==> config.mk <==
export PLATFORM = sky130hd
export DESIGN_NAME = http_request_header_validator_core
export DESIGN_NICKNAME = d
export VERILOG_FILES = /design/src/rtl/hrv_pkg.sv /design/src/rtl/hrv_apb_regs.sv /design/src/rtl/hrv_parser.sv /design/src/rtl/http_request_header_validator_core.sv
export SDC_FILE = /design/constraint.sdc
export NUM_CORES = 2
export LEC_CHECK = 0
export BUFFER_PORTS_ARGS = -buffer_cell sky130_fd_sc_hd__buf_2
export CORE_MARGIN = 2
export CORE_UTILIZATION = 25
export DETAILED_ROUTE_END_ITERATION = 16
export GPL_ROUTABILITY_DRIVEN = 0
export PLACE_DENSITY_LB_ADDON = 0.25
export SETUP_SLACK_MARGIN = 0.02
export SLEW_MARGIN = 20
export SYNTH_ARGS = -nofsm -noshare
export SYNTH_HDL_FRONTEND = slang
export SYNTH_SLANG_ARGS = --single-unit
==> constraint.sdc <==
create_clock -name clk -period 21.6 [get_ports clk]
set_input_delay 2.16 -clock clk [delete_from_list [all_inputs] [get_ports clk]]
set_output_delay 2.16 -clock clk [all_outputs]
set_load 0.03 [all_outputs]
==> src/rtl/hrv_pkg.sv <==
// ----------------------------------------------------------------------------
// hrv_pkg: shared types and constants of the HTTP request header validator
// Parse phases, result codes, configuration and result records, text helpers.
// ----------------------------------------------------------------------------
package hrv_pkg;

	localparam logic [2:0] PH_START      = 3'd0;
	localparam logic [2:0] PH_HEADERS    = 3'd1;
	localparam logic [2:0] PH_BODY_LEN   = 3'd2;
	localparam logic [2:0] PH_BODY_CHUNK = 3'd3;
	localparam logic [2:0] PH_DONE       = 3'd4;

	localparam logic [2:0] ST_OK          = 3'd0;
	localparam logic [2:0] ST_BAD_REQUEST = 3'd1;
	localparam logic [2:0] ST_BAD_METHOD  = 3'd2;
	localparam logic [2:0] ST_URI_LONG    = 3'd3;
	localparam logic [2:0] ST_BODY_LARGE  = 3'd4;

	localparam logic [1:0] MT_GET    = 2'd0;
	localparam logic [1:0] MT_POST   = 2'd1;
	localparam logic [1:0] MT_DELETE = 2'd2;
	localparam logic [1:0] MT_OTHER  = 2'd3;

	localparam logic [1:0] BM_NONE    = 2'd0;
	localparam logic [1:0] BM_LENGTH  = 2'd1;
	localparam logic [1:0] BM_CHUNKED = 2'd2;

	localparam logic [1:0] REG_BODY_LIMIT  = 2'd0;
	localparam logic [1:0] REG_URI_LIMIT   = 2'd1;
	localparam logic [1:0] REG_LINE_LIMIT  = 2'd2;
	localparam logic [1:0] REG_BLOCK_LIMIT = 2'd3;

	// line flag bits: request line uses the first pair, header lines the second
	localparam int unsigned LF_BADMETHOD = 0;
	localparam int unsigned LF_URILONG   = 1;
	localparam int unsigned LF_DELIM     = 0;
	localparam int unsigned LF_COLON     = 1;

	// header mask bits
	localparam int unsigned HB_HOST  = 0;
	localparam int unsigned HB_CLEN  = 1;
	localparam int unsigned HB_TENC  = 2;
	localparam int unsigned HB_CTYPE = 3;

	localparam logic [7:0] CH_CR    = 8'h0D;
	localparam logic [7:0] CH_LF    = 8'h0A;
	localparam logic [7:0] CH_SP    = 8'h20;
	localparam logic [7:0] CH_COLON = 8'h3A;
	localparam logic [7:0] CH_DASH  = 8'h2D;
	localparam logic [7:0] CH_ZERO  = 8'h30;
	localparam logic [7:0] CH_NINE  = 8'h39;
	localparam logic [7:0] CH_ONE   = 8'h31;

	typedef struct packed {
		logic [31:0] body_limit;
		logic [15:0] uri_limit;
		logic [15:0] line_limit;
		logic [15:0] block_limit;
	} cfg_t;

	typedef struct packed {
		logic [2:0]  phase;
		logic [2:0]  token_index;
		logic [1:0]  line_flags;
		logic [15:0] uri_count;
		logic [15:0] line_count;
		logic [15:0] block_count;
		logic [3:0]  name_mask;
		logic [3:0]  seen_flags;
		logic        header_fault;
		logic [31:0] length_value;
		logic [31:0] body_count;
		logic [1:0]  term_match;
		logic [31:0] consumed;
		logic [1:0]  method_code;
		logic        minor_version;
	} pst_t;

	typedef struct packed {
		logic [31:0] request_bytes;
		logic [15:0] uri_length;
		logic [31:0] body_length;
		logic [1:0]  body_mode;
		logic        version_minor;
		logic [1:0]  method;
		logic [2:0]  status;
	} res_t;

	// reorder a right-justified string so its first character sits in the low byte
	function automatic logic [63:0] le_text(logic [63:0] s, int unsigned n);
		logic [63:0] w;
		w = '0;
		for (int unsigned i = 0; i < 8; i++) begin
			if (i < n) begin
				w[8*i +: 8] = s[8*(n-1-i) +: 8];
			end
		end
		return w;
	endfunction

	function automatic logic [4:0] hdr_len(logic [1:0] k);
		logic [4:0] n;
		case (k)
			2'd0: n = 5'd4;
			2'd1: n = 5'd14;
			2'd2: n = 5'd17;
			default: n = 5'd12;
		endcase
		return n;
	endfunction

	function automatic logic [7:0] hdr_char(logic [1:0] k, logic [4:0] pos);
		logic [135:0] s;
		int unsigned  n;
		logic [7:0]   c;
		case (k)
			2'd0: s = 136'("host");
			2'd1: s = 136'("content-length");
			2'd2: s = 136'("transfer-encoding");
			default: s = 136'("content-type");
		endcase
		n = 32'(hdr_len(k));
		c = '0;
		if (32'(pos) < n) begin
			c = s[8*(n-1-32'(pos)) +: 8];
		end
		return c;
	endfunction

	function automatic logic [15:0] sat16(logic [16:0] v);
		return v[16] ? 16'hFFFF : v[15:0];
	endfunction

endpackage

==> src/rtl/hrv_apb_regs.sv <==
// ----------------------------------------------------------------------------
// hrv_apb_regs: limit registers behind the APB configuration port
// Four limits, written on the access cycle and read back as stored.
// ----------------------------------------------------------------------------
module hrv_apb_regs (
	input  logic         clk,
	input  logic         arst_n,
	input  logic         psel,
	input  logic         penable,
	input  logic         pwrite,
	input  logic [3:0]   paddr,
	input  logic [31:0]  pwdata,
	output logic [31:0]  prdata,
	output logic         pready,
	output hrv_pkg::cfg_t cfg
);
	import hrv_pkg::*;

	cfg_t cfg_q;
	logic wr_en;

	assign wr_en  = psel && penable && pwrite;
	assign pready = 1'b1;
	assign cfg    = cfg_q;

	always_ff @(posedge clk or negedge arst_n) begin
		if (!arst_n) begin
			cfg_q.body_limit  <= 32'd1048576;
			cfg_q.uri_limit   <= 16'd8000;
			cfg_q.line_limit  <= 16'd8000;
			cfg_q.block_limit <= 16'd16000;
		end else if (wr_en) begin
			unique case (paddr[3:2])
				REG_BODY_LIMIT:  cfg_q.body_limit  <= pwdata;
				REG_URI_LIMIT:   cfg_q.uri_limit   <= pwdata[15:0];
				REG_LINE_LIMIT:  cfg_q.line_limit  <= pwdata[15:0];
				REG_BLOCK_LIMIT: cfg_q.block_limit <= pwdata[15:0];
				default: ;
			endcase
		end
	end

	always_comb begin
		unique case (paddr[3:2])
			REG_BODY_LIMIT:  prdata = cfg_q.body_limit;
			REG_URI_LIMIT:   prdata = {16'd0, cfg_q.uri_limit};
			REG_LINE_LIMIT:  prdata = {16'd0, cfg_q.line_limit};
			REG_BLOCK_LIMIT: prdata = {16'd0, cfg_q.block_limit};
			default:         prdata = '0;
		endcase
	end

endmodule

==> src/rtl/hrv_parser.sv <==
// ----------------------------------------------------------------------------
// hrv_parser: per-byte parse state and verdict logic
// Holds the request state and advances it by one byte per step.
// ----------------------------------------------------------------------------
module hrv_parser #(
	parameter int unsigned TOKEN_BYTES = 8
) (
	input  logic          clk,
	input  logic          arst_n,
	input  logic          step,
	input  logic [7:0]    req_byte,
	input  logic          new_request,
	input  hrv_pkg::cfg_t cfg,
	output logic          emit,
	output hrv_pkg::res_t res
);
	import hrv_pkg::*;

	localparam int unsigned TW = TOKEN_BYTES * 8;

	typedef struct packed {
		pst_t            s;
		logic [TW-1:0]   tok;
	} full_t;

	full_t cur_q;
	full_t nxt;
	full_t clear_v;

	function automatic logic tok_is(logic [TW-1:0] tok, logic [15:0] lc,
			logic [63:0] s, int unsigned n);
		logic [63:0] w;
		logic        ok;
		w  = le_text(s, n);
		ok = (lc == 16'(n));
		for (int unsigned i = 0; i < 8; i++) begin
			if (i < n && tok[8*i +: 8] != w[8*i +: 8]) begin
				ok = 1'b0;
			end
		end
		return ok;
	endfunction

	function automatic full_t value_char(full_t f, logic [7:0] b);
		full_t       g;
		logic [35:0] p;
		g = f;
		if (g.s.name_mask[HB_CLEN]) begin
			if (b < CH_ZERO || b > CH_NINE) begin
				g.s.header_fault = 1'b1;
			end else begin
				p = ({4'd0, g.s.length_value} << 3) + ({4'd0, g.s.length_value} << 1)
					+ 36'(b - CH_ZERO);
				g.s.length_value = (p[35:32] != 4'd0) ? 32'hFFFF_FFFF : p[31:0];
			end
		end
		return g;
	endfunction

	function automatic full_t start_content(full_t f, logic [7:0] b, cfg_t c);
		full_t       g;
		logic [16:0] n;
		g = f;
		if (b == CH_SP) begin
			if (g.s.token_index == 3'd0) begin
				if (tok_is(g.tok, g.s.line_count, 64'("GET"), 3))
					g.s.method_code = MT_GET;
				else if (tok_is(g.tok, g.s.line_count, 64'("POST"), 4))
					g.s.method_code = MT_POST;
				else if (tok_is(g.tok, g.s.line_count, 64'("DELETE"), 6))
					g.s.method_code = MT_DELETE;
				else if (tok_is(g.tok, g.s.line_count, 64'("HEAD"), 4)
						|| tok_is(g.tok, g.s.line_count, 64'("PUT"), 3)
						|| tok_is(g.tok, g.s.line_count, 64'("OPTIONS"), 7)
						|| tok_is(g.tok, g.s.line_count, 64'("PATCH"), 5))
					g.s.method_code = MT_OTHER;
				else
					g.s.line_flags[LF_BADMETHOD] = 1'b1;
			end
			if (g.s.token_index < 3'd7) g.s.token_index = g.s.token_index + 3'd1;
			g.s.line_count = '0;
		end else begin
			for (int unsigned i = 0; i < TOKEN_BYTES; i++) begin
				if (g.s.line_count == 16'(i)) g.tok[8*i +: 8] = b;
			end
			g.s.line_count = sat16({1'b0, g.s.line_count} + 17'd1);
			if (g.s.token_index == 3'd1) begin
				n = {1'b0, g.s.uri_count} + 17'd1;
				if (n > {1'b0, c.uri_limit}) g.s.line_flags[LF_URILONG] = 1'b1;
				g.s.uri_count = sat16(n);
			end
		end
		return g;
	endfunction

	function automatic full_t header_content(full_t f, logic [7:0] b, cfg_t c);
		full_t       g;
		logic [15:0] pos;
		logic [16:0] n;
		logic [7:0]  lc;
		logic        good;
		logic        done;
		g    = f;
		done = 1'b0;
		pos  = g.s.line_count;
		n = {1'b0, g.s.block_count}
			+ ((g.s.line_count == 16'd0 && g.s.block_count != 16'd0) ? 17'd3 : 17'd1);
		if (n > {1'b0, c.block_limit}) g.s.header_fault = 1'b1;
		g.s.block_count = sat16(n);
		n = {1'b0, g.s.line_count} + 17'd1;
		if (n > {1'b0, c.line_limit}) g.s.header_fault = 1'b1;
		g.s.line_count = sat16(n);

		if (g.s.line_flags[LF_COLON]) begin
			g.s.line_flags[LF_COLON] = 1'b0;
			if (b == CH_SP) begin
				done = 1'b1;
				if (g.s.line_flags[LF_DELIM]) begin
					g.s.header_fault = 1'b1;
				end else begin
					g.s.line_flags[LF_DELIM] = 1'b1;
					for (int k = 0; k < 4; k++) begin
						if (pos != 16'(hdr_len(2'(k))) + 16'd1) g.s.name_mask[k] = 1'b0;
					end
					if (g.s.name_mask[HB_CLEN]) g.s.length_value = '0;
				end
			end else if (g.s.line_flags[LF_DELIM]) begin
				g = value_char(g, CH_COLON);
			end else begin
				g.s.header_fault = 1'b1;
			end
		end
		if (!done) begin
			if (b == CH_COLON) begin
				g.s.line_flags[LF_COLON] = 1'b1;
			end else if (g.s.line_flags[LF_DELIM]) begin
				g = value_char(g, b);
			end else begin
				good = (b >= CH_ZERO && b <= CH_NINE) || (b >= 8'h61 && b <= 8'h7A)
					|| (b >= 8'h41 && b <= 8'h5A) || b == CH_DASH;
				if (!good) g.s.header_fault = 1'b1;
				lc = (b >= 8'h41 && b <= 8'h5A) ? b + 8'd32 : b;
				for (int k = 0; k < 4; k++) begin
					if (pos >= 16'(hdr_len(2'(k))) || hdr_char(2'(k), pos[4:0]) != lc)
						g.s.name_mask[k] = 1'b0;
				end
			end
		end
		return g;
	endfunction

	function automatic full_t content(full_t f, logic [7:0] b, cfg_t c);
		return (f.s.phase == PH_START) ? start_content(f, b, c) : header_content(f, b, c);
	endfunction

	always_comb begin
		clear_v             = '0;
		clear_v.s.phase     = PH_START;
		clear_v.s.name_mask = 4'hF;
	end

	logic [2:0]  stat;
	logic [1:0]  mode;
	logic [31:0] blen;
	logic        fire_v;
	logic [31:0] clen;
	logic        vok;

	always_comb begin
		nxt    = new_request ? clear_v : cur_q;
		fire_v = 1'b0;
		stat   = ST_OK;
		mode   = BM_NONE;
		blen   = '0;
		clen   = '0;
		vok    = 1'b0;
		if (nxt.s.phase != PH_DONE) begin
			if (nxt.s.consumed != 32'hFFFF_FFFF) nxt.s.consumed = nxt.s.consumed + 32'd1;
			if (nxt.s.phase == PH_BODY_LEN) begin
				nxt.s.body_count = nxt.s.body_count + 32'd1;
				if (nxt.s.body_count == nxt.s.length_value) begin
					fire_v = 1'b1; mode = BM_LENGTH; blen = nxt.s.length_value;
				end
			end else if (nxt.s.phase == PH_BODY_CHUNK) begin
				if (nxt.s.body_count != 32'hFFFF_FFFF)
					nxt.s.body_count = nxt.s.body_count + 32'd1;
				if (req_byte == (nxt.s.term_match[0] ? CH_LF : CH_CR)) begin
					if (nxt.s.term_match == 2'd3) begin
						clen   = nxt.s.body_count - 32'd4;
						fire_v = 1'b1;
						if (clen > cfg.body_limit) begin
							stat = ST_BODY_LARGE;
						end else begin
							mode = BM_CHUNKED; blen = clen;
						end
					end else begin
						nxt.s.term_match = nxt.s.term_match + 2'd1;
					end
				end else begin
					nxt.s.term_match = (req_byte == CH_CR) ? 2'd1 : 2'd0;
				end
				if (!fire_v && nxt.s.body_count > cfg.body_limit) begin
					fire_v = 1'b1; stat = ST_BODY_LARGE;
				end
			end else if (nxt.s.term_match[0] && req_byte == CH_LF) begin
				// line end
				nxt.s.term_match = 2'd0;
				if (nxt.s.phase == PH_START) begin
					vok = tok_is(nxt.tok, nxt.s.line_count, 64'("HTTP/1.0"), 8)
						|| tok_is(nxt.tok, nxt.s.line_count, 64'("HTTP/1.1"), 8);
					if (nxt.s.token_index != 3'd2) begin
						fire_v = 1'b1; stat = ST_BAD_REQUEST;
					end else if (nxt.s.line_flags[LF_BADMETHOD]) begin
						fire_v = 1'b1; stat = ST_BAD_METHOD;
					end else if (nxt.s.line_flags[LF_URILONG]) begin
						fire_v = 1'b1; stat = ST_URI_LONG;
					end else if (!vok) begin
						fire_v = 1'b1; stat = ST_BAD_REQUEST;
					end else begin
						nxt.s.minor_version = (nxt.tok[8*7 +: 8] == CH_ONE);
						nxt.s.phase         = PH_HEADERS;
						nxt.s.line_count    = '0;
						nxt.s.line_flags    = '0;
						nxt.s.name_mask     = 4'hF;
					end
				end else if (nxt.s.line_count == 16'd0) begin
					// blank line: judge the header block
					if (nxt.s.header_fault
							|| (nxt.s.minor_version && !nxt.s.seen_flags[HB_HOST])
							|| (nxt.s.seen_flags[HB_CLEN] && nxt.s.seen_flags[HB_TENC])) begin
						fire_v = 1'b1; stat = ST_BAD_REQUEST;
					end else if (nxt.s.method_code != MT_POST) begin
						fire_v = 1'b1;
					end else if (nxt.s.seen_flags[HB_CLEN]) begin
						if (nxt.s.length_value > cfg.body_limit) begin
							fire_v = 1'b1; stat = ST_BODY_LARGE;
						end else if (nxt.s.length_value == 32'd0) begin
							fire_v = 1'b1; mode = BM_LENGTH;
						end else begin
							nxt.s.phase = PH_BODY_LEN; nxt.s.body_count = '0;
						end
					end else if (nxt.s.seen_flags[HB_TENC]) begin
						nxt.s.phase = PH_BODY_CHUNK; nxt.s.body_count = '0;
						nxt.s.term_match = 2'd0;
					end else begin
						fire_v = 1'b1; stat = ST_BAD_REQUEST;
					end
				end else begin
					if (nxt.s.line_flags[LF_COLON]) begin
						if (nxt.s.line_flags[LF_DELIM]) nxt = value_char(nxt, CH_COLON);
						else nxt.s.header_fault = 1'b1;
					end
					if (!nxt.s.line_flags[LF_DELIM]) begin
						nxt.s.header_fault = 1'b1;
					end else if (nxt.s.name_mask != 4'd0) begin
						if ((nxt.s.seen_flags & nxt.s.name_mask) != 4'd0)
							nxt.s.header_fault = 1'b1;
						nxt.s.seen_flags = nxt.s.seen_flags | nxt.s.name_mask;
					end
					nxt.s.line_count = '0;
					nxt.s.line_flags = '0;
					nxt.s.name_mask  = 4'hF;
				end
			end else begin
				// a lone CR is plain content
				if (nxt.s.term_match[0]) begin
					nxt.s.term_match = 2'd0;
					nxt = content(nxt, CH_CR, cfg);
				end
				if (req_byte == CH_CR) nxt.s.term_match = 2'd1;
				else nxt = content(nxt, req_byte, cfg);
			end
			if (fire_v) nxt.s.phase = PH_DONE;
		end
	end

	always_comb begin
		emit              = fire_v;
		res.status        = stat;
		res.method        = (stat == ST_OK) ? nxt.s.method_code : 2'd0;
		res.version_minor = (stat == ST_OK) ? nxt.s.minor_version : 1'b0;
		res.body_mode     = (stat == ST_OK) ? mode : BM_NONE;
		res.body_length   = (stat == ST_OK) ? blen : 32'd0;
		res.uri_length    = nxt.s.uri_count;
		res.request_bytes = nxt.s.consumed;
	end

	always_ff @(posedge clk or negedge arst_n) begin
		if (!arst_n) begin
			cur_q <= clear_v;
		end else if (step) begin
			cur_q <= nxt;
		end
	end

endmodule

==> src/rtl/http_request_header_validator_core.sv <==
// ----------------------------------------------------------------------------
// http_request_header_validator_core: streaming HTTP/1.x request checker
// Takes request bytes on a stream, gives one verdict record per request.
// ----------------------------------------------------------------------------
//
//  channel   direction  payload                                   request
//  s_*       in         req_byte (tdata), new_request (tuser)     one byte
//  m_*       out        status .. request_bytes (tdata, 88 bits)  one verdict
//  APB       in/out     body, URI, line and block limits          one register
//
//  A byte is taken into the input register, then parsed from there, once the
//  output register is free or being taken, against the stored request state;
//  a verdict lands in the output register. Sustained rate is one byte per cycle
//  while m_tready keeps the output slot free, set by the per-byte state update.
//  A verdict shows on m_tvalid from the output register, loaded when the deciding byte is parsed.
//  Reset clears parse state, the pipeline valids and loads the default limits.
//  A verdict stalled on m_tready holds the parse step, which holds s_tready.
//
module http_request_header_validator_core #(
	parameter int unsigned TOKEN_BYTES = 8
) (
	input  logic        clk,
	input  logic        arst_n,
	// input stream
	input  logic        s_tvalid,
	output logic        s_tready,
	input  logic [7:0]  s_tdata,   // [7:0] req_byte
	input  logic        s_tuser,   // [0] new_request
	// output stream
	output logic        m_tvalid,
	input  logic        m_tready,
	output logic [87:0] m_tdata,   // [2:0] status, [4:3] method, [5] version_minor,
	                               // [7:6] body_mode, [39:8] body_length,
	                               // [55:40] uri_length, [87:56] request_bytes
	// configuration
	input  logic        psel,
	input  logic        penable,
	input  logic        pwrite,
	input  logic [3:0]  paddr,
	input  logic [31:0] pwdata,
	output logic [31:0] prdata,
	output logic        pready
);
	import hrv_pkg::*;

	cfg_t        cfg;
	logic        valid_s1;
	logic [7:0]  byte_s1;
	logic        new_s1;
	logic        step;
	logic        par_emit;
	res_t        par_res;
	logic        out_valid_q;
	res_t        out_q;

	hrv_apb_regs u_regs (
		.clk     (clk),
		.arst_n  (arst_n),
		.psel    (psel),
		.penable (penable),
		.pwrite  (pwrite),
		.paddr   (paddr),
		.pwdata  (pwdata),
		.prdata  (prdata),
		.pready  (pready),
		.cfg     (cfg)
	);

	// advance the parser whenever a byte waits and the output slot is free
	assign step     = valid_s1 && (!out_valid_q || m_tready);
	assign s_tready = !valid_s1 || step;

	always_ff @(posedge clk or negedge arst_n) begin
		if (!arst_n) begin
			valid_s1 <= 1'b0;
		end else if (s_tready) begin
			valid_s1 <= s_tvalid;
		end
	end

	always_ff @(posedge clk) begin
		if (s_tvalid && s_tready) begin
			byte_s1 <= s_tdata;
			new_s1  <= s_tuser;
		end
	end

	hrv_parser #(
		.TOKEN_BYTES (TOKEN_BYTES)
	) u_parser (
		.clk         (clk),
		.arst_n      (arst_n),
		.step        (step),
		.req_byte    (byte_s1),
		.new_request (new_s1),
		.cfg         (cfg),
		.emit        (par_emit),
		.res         (par_res)
	);

	// output register: load a fresh verdict, drop it once taken
	always_ff @(posedge clk or negedge arst_n) begin
		if (!arst_n) begin
			out_valid_q <= 1'b0;
		end else if (step && par_emit) begin
			out_valid_q <= 1'b1;
		end else if (m_tready) begin
			out_valid_q <= 1'b0;
		end
	end

	always_ff @(posedge clk) begin
		if (step && par_emit) begin
			out_q <= par_res;
		end
	end

	assign m_tvalid = out_valid_q;
	assign m_tdata  = out_q;

	a_verdict_loaded: assert property (@(posedge clk) disable iff (!arst_n)
		(step && par_emit) |=> (m_tvalid && m_tdata == $past(par_res)))
		else $error("verdict not loaded into output register");

	a_error_zeroes: assert property (@(posedge clk) disable iff (!arst_n)
		(m_tvalid && m_tdata[2:0] != ST_OK) |-> (m_tdata[39:3] == 37'd0))
		else $error("error verdict carries nonzero request fields");

	a_status_range: assert property (@(posedge clk) disable iff (!arst_n)
		m_tvalid |-> (m_tdata[2:0] <= ST_BODY_LARGE))
		else $error("status code out of range");

	a_empty_ready: assert property (@(posedge clk) disable iff (!arst_n)
		!valid_s1 |-> s_tready)
		else $error("input stalled with empty input register");

endmodule

# After elaboration in Yosys (flattened, before gate mapping)
# Cells that the tools add are included.
# W data, S select, Z words.
# totals
ram_bits	0
romBits	0
input_bits	52
latchBits	0
memories	0
word_cells	1097
ff_bits	409
# op_classes
mul	0
div	0
reduce_logical	57
n_lt_le_gt_ge	34
n_bitwise	2
addsub	35
n_eq_ne	86
mux	844
shift	8
# op_table
op	count
$mux W136	56
$mux W230	26
$mux W8	325
$shiftx A136 B33 Y8	8
$mux W165	5
$mux W32	20
$mux W224	2
$mux W5	89
$ne A8 B8 Y1	42
$mux W99	3
$mux W16	17
$sub A29 B5 Y29	8
$mux W223	1
$mux W1	205
$mux W33	6
$mux W97	2
$mux W174	1
$mux W34	5
$mux W166	1
$mux W133	1
$mux W129	1
$eq A16 B3 Y1 const B	8
$ge A16 B5 Y1	8
$mux W64	2
59 further kinds	224

# Depth between registers and ports, before layout
# depth
depth_word	150
mapped_depth	44
mapped_depth_nobuf	34

# By module
# From an unflattened synthesis, not the netlist that was laid out.
# hier_totals
hier_cells	4341
area_unflattened_um2	37454.7
# modules_own_cells
module	cells_each	area_per_inst_um2	n_inst	seq_area_each_um2
hrv_parser	4020	30835.8	1	5760.5
hrv_apb_regs	214	3597.2	1	2025.7
http_request_header_validator_core	107	3021.6	1	2962.8

# Worst setup path after synthesis
# No wires, ideal clock.
# synth_path
path_kind	register to register
from	register new_s1
to	register out_q (netlist bit m_tdata[0]) (enable)
arrival_time_ns	8.941
setup_ns	0.536
t_required_ns	21.064
period_less_slack_ns	9.476
path_stages_with_launch	32
path_slack_ns	12.124
cell_sequence	edfxtp_1 buf_6 buf_6 inv_1 buf_2 buf_2 buf_2 buf_2 buf_1 nand2_1 inv_1 ha_1 and3b_1 nand3_2 nor3_1 nand3_1 buf_2 clkbuf_1 clkbuf_1 nand2_1 o21ai_0 ha_1 nor2b_1 o21a_1 o21a_1 o21ai_0 a21oi_1 nor4_1 o21ai_0 o211a_1 nor2_1 nor2_1
# synth_between
elab_chain_len	27
# synth_rtl
item	line_no	source
start, declared	http_request_header_validator_core.sv:49	logic new_s1;
start signal, assigned	http_request_header_validator_core.sv:84	new_s1 <= s_tuser;
$mux W230 *	hrv_parser.sv:170	nxt = new_request ? clear_v : cur_q;
$eq A16 B4 Y1 or $ne A8 B8 Y1 (tied branches)	hrv_parser.sv:35, hrv_parser.sv:37	
$mux W1 (8 in series)	hrv_parser.sv:37	if (i < n && tok[8*i +: 8] != w[8*i +: 8]) begin
$mux W1	hrv_parser.sv:208	if (nxt.s.phase == PH_START) begin
$mux W1	hrv_parser.sv:205	end else if (nxt.s.term_match[0] && req_byte == CH_LF) begin
$mux W1	hrv_parser.sv:184	end else if (nxt.s.phase == PH_BODY_CHUNK) begin
$mux W1	hrv_parser.sv:179	if (nxt.s.phase == PH_BODY_LEN) begin
$mux W1	hrv_parser.sv:177	if (nxt.s.phase != PH_DONE) begin
[4 not listed]	n/a	
$mux W1	hrv_parser.sv:211	if (nxt.s.token_index != 3'd2) begin
$mux W1	hrv_parser.sv:208	
$mux W1	hrv_parser.sv:205	
$mux W1	hrv_parser.sv:184	
$mux W1	hrv_parser.sv:179	
$mux W1	hrv_parser.sv:177	
$mux W1 *	hrv_parser.sv:177	
$logic_and A1 B1 Y1 *	http_request_header_validator_core.sv:113	if (step && par_emit) begin
end signal, assigned	http_request_header_validator_core.sv:114	out_q <= par_res;
end, declared	http_request_header_validator_core.sv:54	res_t out_q;
# Every way passes the cells marked *; elsewhere a longest branch is shown, timed or not. The select of a mux whose other input is x is not followed.
# A chain may end at the register's enable or synchronous reset.

# Worst setup path after layout
# layout_path
from	register new_s1
to	register u_parser.cur_q[164] in the netlist's numbering
# layout_between
elab_chain_len	53
# layout_rtl
item	line_no	source
$mux W230 *	hrv_parser.sv:170	
$sub A29 B5 Y29	hrv_pkg.sv:125	c = s[8*(n-1-32'(pos)) +: 8];
$shiftx A136 B33 Y8	hrv_pkg.sv:125	
$mux W8	hrv_pkg.sv:124	if (32'(pos) < n) begin
$mux W8	hrv_parser.sv:136	end else if (g.s.line_flags[LF_DELIM]) begin
$mux W8	hrv_parser.sv:266	if (nxt.s.term_match[0]) begin
$mux W8	hrv_parser.sv:205	
$mux W8	hrv_parser.sv:184	
[37 not listed]	n/a	
$mux W174	hrv_parser.sv:134	if (b == CH_COLON) begin
$mux W224	hrv_parser.sv:133	if (!done) begin
$mux W230	hrv_parser.sv:153	return (f.s.phase == PH_START) ? start_content(f, b, c) : header_content(f, b, c);
$mux W129	hrv_parser.sv:270	if (req_byte == CH_CR) nxt.s.term_match = 2'd1;
$mux W230	hrv_parser.sv:205	
$mux W97	hrv_parser.sv:184	
$mux W97	hrv_parser.sv:179	
$mux W230 *	hrv_parser.sv:177	
end signal, assigned	hrv_parser.sv:290	cur_q <= clear_v;
end signal, assigned	hrv_parser.sv:292	cur_q <= nxt;
end, declared	hrv_parser.sv:26	full_t cur_q;
# Marks and branches as above.

==> reports/results.md <==
| Quantity | Value |
| --- | --- |
| Crit-path slowest cell | sky130_fd_sc_hd__o21ai_0 |
| Avg Synthesized Cell Area | 8.329 um2 |
| Tcrit/Tclk final | 47.13% |
| Distinct cell type count after synthesis | 113 |
| Netlist area before placement | 0.03641 mm2 |
| Setup TNS | 0 ns |
| Proportion of total power due to net switching | 35.23% |
| Primary FF master, synth | sky130_fd_sc_hd__dfrtp_1 |
| Worst slack at placement | 11.49 ns |
| Biggest cell delay along the critical path | 0.90 ns |
| Initial Utilization | 25.07% |
| First-pass GRT wire length | 216700 um |
| Floorplan core area | 0.1452 mm2 |
| Yosys warning total | 0 |
| Crit path required time | 22.21 ns |
| Category of the worst setup path capture point | register |
| Number of nets in the finished design | 4776 |
| Clk buf depth | 3 |
| Element type at the critical path start | register |
| Setup repair after global routing missed its margin | false |
| Number of synthesized register bits | 409 |
| Number of clock sinks seen by CTS | 409 |
| Die Ht | 385.6 um |
| Fraction of synthesized cell area taken by the top area cell type | 19.86% |
| Clock share of power | 37.8% |
| CTS root buf | sky130_fd_sc_hd__clkbuf_16 |
| Synth area leaders | sky130_fd_sc_hd__dfrtp_1, sky130_fd_sc_hd__ha_1, sky130_fd_sc_hd__edfxtp_1 |
| Number of detailed-routing iterations run before antenna repair | 8 |
| Lkg Pwr | 17.63 nW |
| Total power draw | 2.516 mW |
| Crit Path Class | reg2reg |
| Signed area change from the synthesized netlist to the final layout | 12.92% |
| Commonest cells post-synth | sky130_fd_sc_hd__nand2_1, sky130_fd_sc_hd__o21ai_0, sky130_fd_sc_hd__nor2_1 |
| Run status | finished, final reports clean |
| Total half-perimeter wirelength after legalization and detailed placement | 109700 um |
| Final Slew Violations | 0 |
| Most prevalent standard cell on the critical path | sky130_fd_sc_hd__buf_4 |
| Switching pwr | 0.8863 mW |
| Hold Slack | 0.4759 ns |
| Clock latency at the later pin of the worst-skew pair | 0.68 ns |
| Actual transition at the worst max-transition pin | 1.156 ns |
| Hold-fix buffers, CTS | 0 |
| Maximum number of pins on one net before global-route repair | 85 |
| Int Pwr | 1.630 mW |
| Number of vias per cell | 5.485 |
| Fraction of final layout cells with drive strength greater than 1 | 11.60% |
| Antenna Diode Count | 0 |
| Cell Rows | 140 |
| Vias | 35050 |
| Worst vdd rail ir drop | 0.00006269 V |
| Async S/R FF share, synth | 76.28% |
| Worst setup slack after layout | 11.42 ns |
| Worst min path class | reg2reg |
| Share of the yosys chip area belonging to registers | 29.52% |
| Crit path arrival time | 10.79 ns |
| Die area | 0.1487 mm2 |
| Leftover overflow at the end of global routing | 0 |
| Worst slew margin | 22.24% |
| Detailed Route WL | 145000 um |
| Average detailed-routed wire length per instance | 22.68 um |
| Clock tree from TritonCTS | yes |
| Share of total power in sequential cells | 36.0% |
| Most common cell in the synthesized netlist | sky130_fd_sc_hd__nand2_1 |
| CTS resizes | 0 |
| Largest fanout on the critical path | 34 |
| I/O pins | 175 |
| Pwr Density | 61.19 mW/mm2 |
| Crit path time final | 10.18 ns |
| Count of H-tree levels built during CTS | 2 |
| F_max | 98.23 MHz |
| Final antenna-violating net count | 0 |
| Clk pin slew, worst setup/hold paths | 0.07 ns |
| Setup repair bufs after CTS | 0 |
| Antenna violations before repair | 7 |
| # DRC | 0 |
| Max-capacitance violation count | 0 |
| Largest area contributor in the netlist | sky130_fd_sc_hd__dfrtp_1 |
| Number of buffers created by CTS | 54 |
| Total count of hold-check failures in the final report | 0 |
| Input/output buffers | 171 |
| Number of synthesized flops with an enable pin | 97 |
| Overall track demand over capacity in global routing | 18.92% |
| Final setup vio count | 0 |
| Detailed router's first-iteration violation count | 3632 |
| Via count of the first global-routing pass | 33090 |
| Synthesized Nets | 4720 |
| Comb power frac | 26.3% |
| Die X | 385.6 um |
| Final Skew | 0.03297 ns |
| Number of instances in the synthesized netlist | 4372 |
[registers in the layout, indices dropped and copies added, names as in the netlist]
register / cells
u_parser.cur_q: 230
m_tdata: 88
u_regs.cfg: 80
byte_s1: 8
m_tvalid: 1
new_s1: 1
valid_s1: 1
[metal layers]
| layer | GRT usage, % | up-vias | wire length (um) | share of wire (%) |
|---|---|---|---|---|
| li1 | - | 16200 | - | - |
| met5 | 0 | - | 47 | 0.032 |
| met2 | 29.69 | 1359 | 64610 | 45 |
| met4 | 5.736 | 8 | 4298 | 3.0 |
| met3 | 2.405 | 217 | 9543 | 6.6 |
| met1 | 26.90 | 17270 | 66470 | 46 |
[through the flow]
| step | cell area [um2] | utilization, % | std cells |
|---|---|---|---|
| 6_report | 41120 | 28.31 | 6391 |
| 5_1_grt | 41120 | 28.31 | 6391 |
| 2_1_floorplan | 36410 | - | 4372 |
| 3_5_place_dp | 39260 | 27.04 | 6289 |
| 3_3_place_gp | 39260 | 27.04 | 6289 |
| 4_1_cts | 41110 | 28.31 | 6391 |
[cells in the final DEF (no fill, tap or decap), types with 34 or more instances in the layout]
cell type / synthesis / final
sky130_fd_sc_hd__dfrtp_1: 289 / 289
sky130_fd_sc_hd__nor3_1: 141 / 140
sky130_fd_sc_hd__clkbuf_16: 0 / 56
sky130_fd_sc_hd__nor2_1: 307 / 304
sky130_fd_sc_hd__inv_1: 190 / 188
sky130_fd_sc_hd__nor4_1: 63 / 63
sky130_fd_sc_hd__xnor2_1: 169 / 169
sky130_fd_sc_hd__a22o_1: 81 / 81
sky130_fd_sc_hd__nand2_1: 477 / 474
sky130_fd_sc_hd__a21o_1: 80 / 80
sky130_fd_sc_hd__nand2b_1: 34 / 34
sky130_fd_sc_hd__buf_2: 37 / 170
sky130_fd_sc_hd__xor2_1: 70 / 70
sky130_fd_sc_hd__edfxtp_1: 97 / 97
sky130_fd_sc_hd__nand4_1: 100 / 100
sky130_fd_sc_hd__and3_1: 52 / 52
sky130_fd_sc_hd__o21ai_0: 348 / 347
sky130_fd_sc_hd__a21oi_1: 262 / 262
sky130_fd_sc_hd__nand3_1: 144 / 144
sky130_fd_sc_hd__nor2b_1: 110 / 110
sky130_fd_sc_hd__o21a_1: 46 / 46
sky130_fd_sc_hd__ha_1: 263 / 263
sky130_fd_sc_hd__and2_1: 40 / 40
sky130_fd_sc_hd__o31ai_1: 43 / 43
sky130_fd_sc_hd__buf_4: 6 / 78
[kinds of logic after synthesis]
group | count (synthesis) | share of synthesized area (%)
flops | 409 | 29.52
simple gates | 1687 | 24.22
fa+ha+maj | 297 | 10.88
mux | 73 | 2.715
buf+inv | 443 | 4.927
other cells | 1 | 0.01030
xor+xnor | 245 | 6.051
compound gates | 1217 | 21.68
[path summary, 6_finish.rpt]
check	start	to	slack (ns)	depth (start not counted)
min in group asynchronous	arst_n	u_parser.cur_q[213]	1.50	1
worst min-delay path	u_parser.cur_q[64]	u_parser.cur_q[64]	0.48	2
max in group asynchronous	arst_n	u_parser.cur_q[44]	18.62	2
worst max-delay path	new_s1	u_parser.cur_q[164]	11.42	28
worst max register to register	new_s1	u_parser.cur_q[164]	11.42	28
worst min register to register	u_parser.cur_q[64]	u_parser.cur_q[64]	0.48	2
[power by group through the flow]
stage	registers [mW]	clock network (mW)	logic [mW]
after floorplan	0.894	0	0.446
after global routing	0.911	1.01	0.727
after global placement	0.916	0	0.646
after CTS	0.904	0.977	0.658
final	0.905	0.950	0.661
after detailed placement	0.918	0	0.654
[worst max-delay path: cells and delay by family, from the launching register on]
| family | cells | cell delay (ns) |
|---|---|---|
| AO/OA/AOI/OAI | 11 | 3.47 |
| adder cells (fa/ha/maj) | 4 | 2.17 |
| buffers and inverters | 6 | 2.06 |
| AND/OR/NAND/NOR | 7 | 1.90 |
| flip-flops | 1 | 0.47 |
[final cells by class]
class                           count  area (um2)
Tap cell                         1917        2399
Clock inverter                     38       382.9
Multi-Input combinational cell   3520       23940
Fill cell                       15590      104100
Inverter                          194       729.5
Sequential cell                   409       10750
Timing Repair Buffer              249        1451
Clock buffer                       64        1461
(Power assumes the default switching activity.)
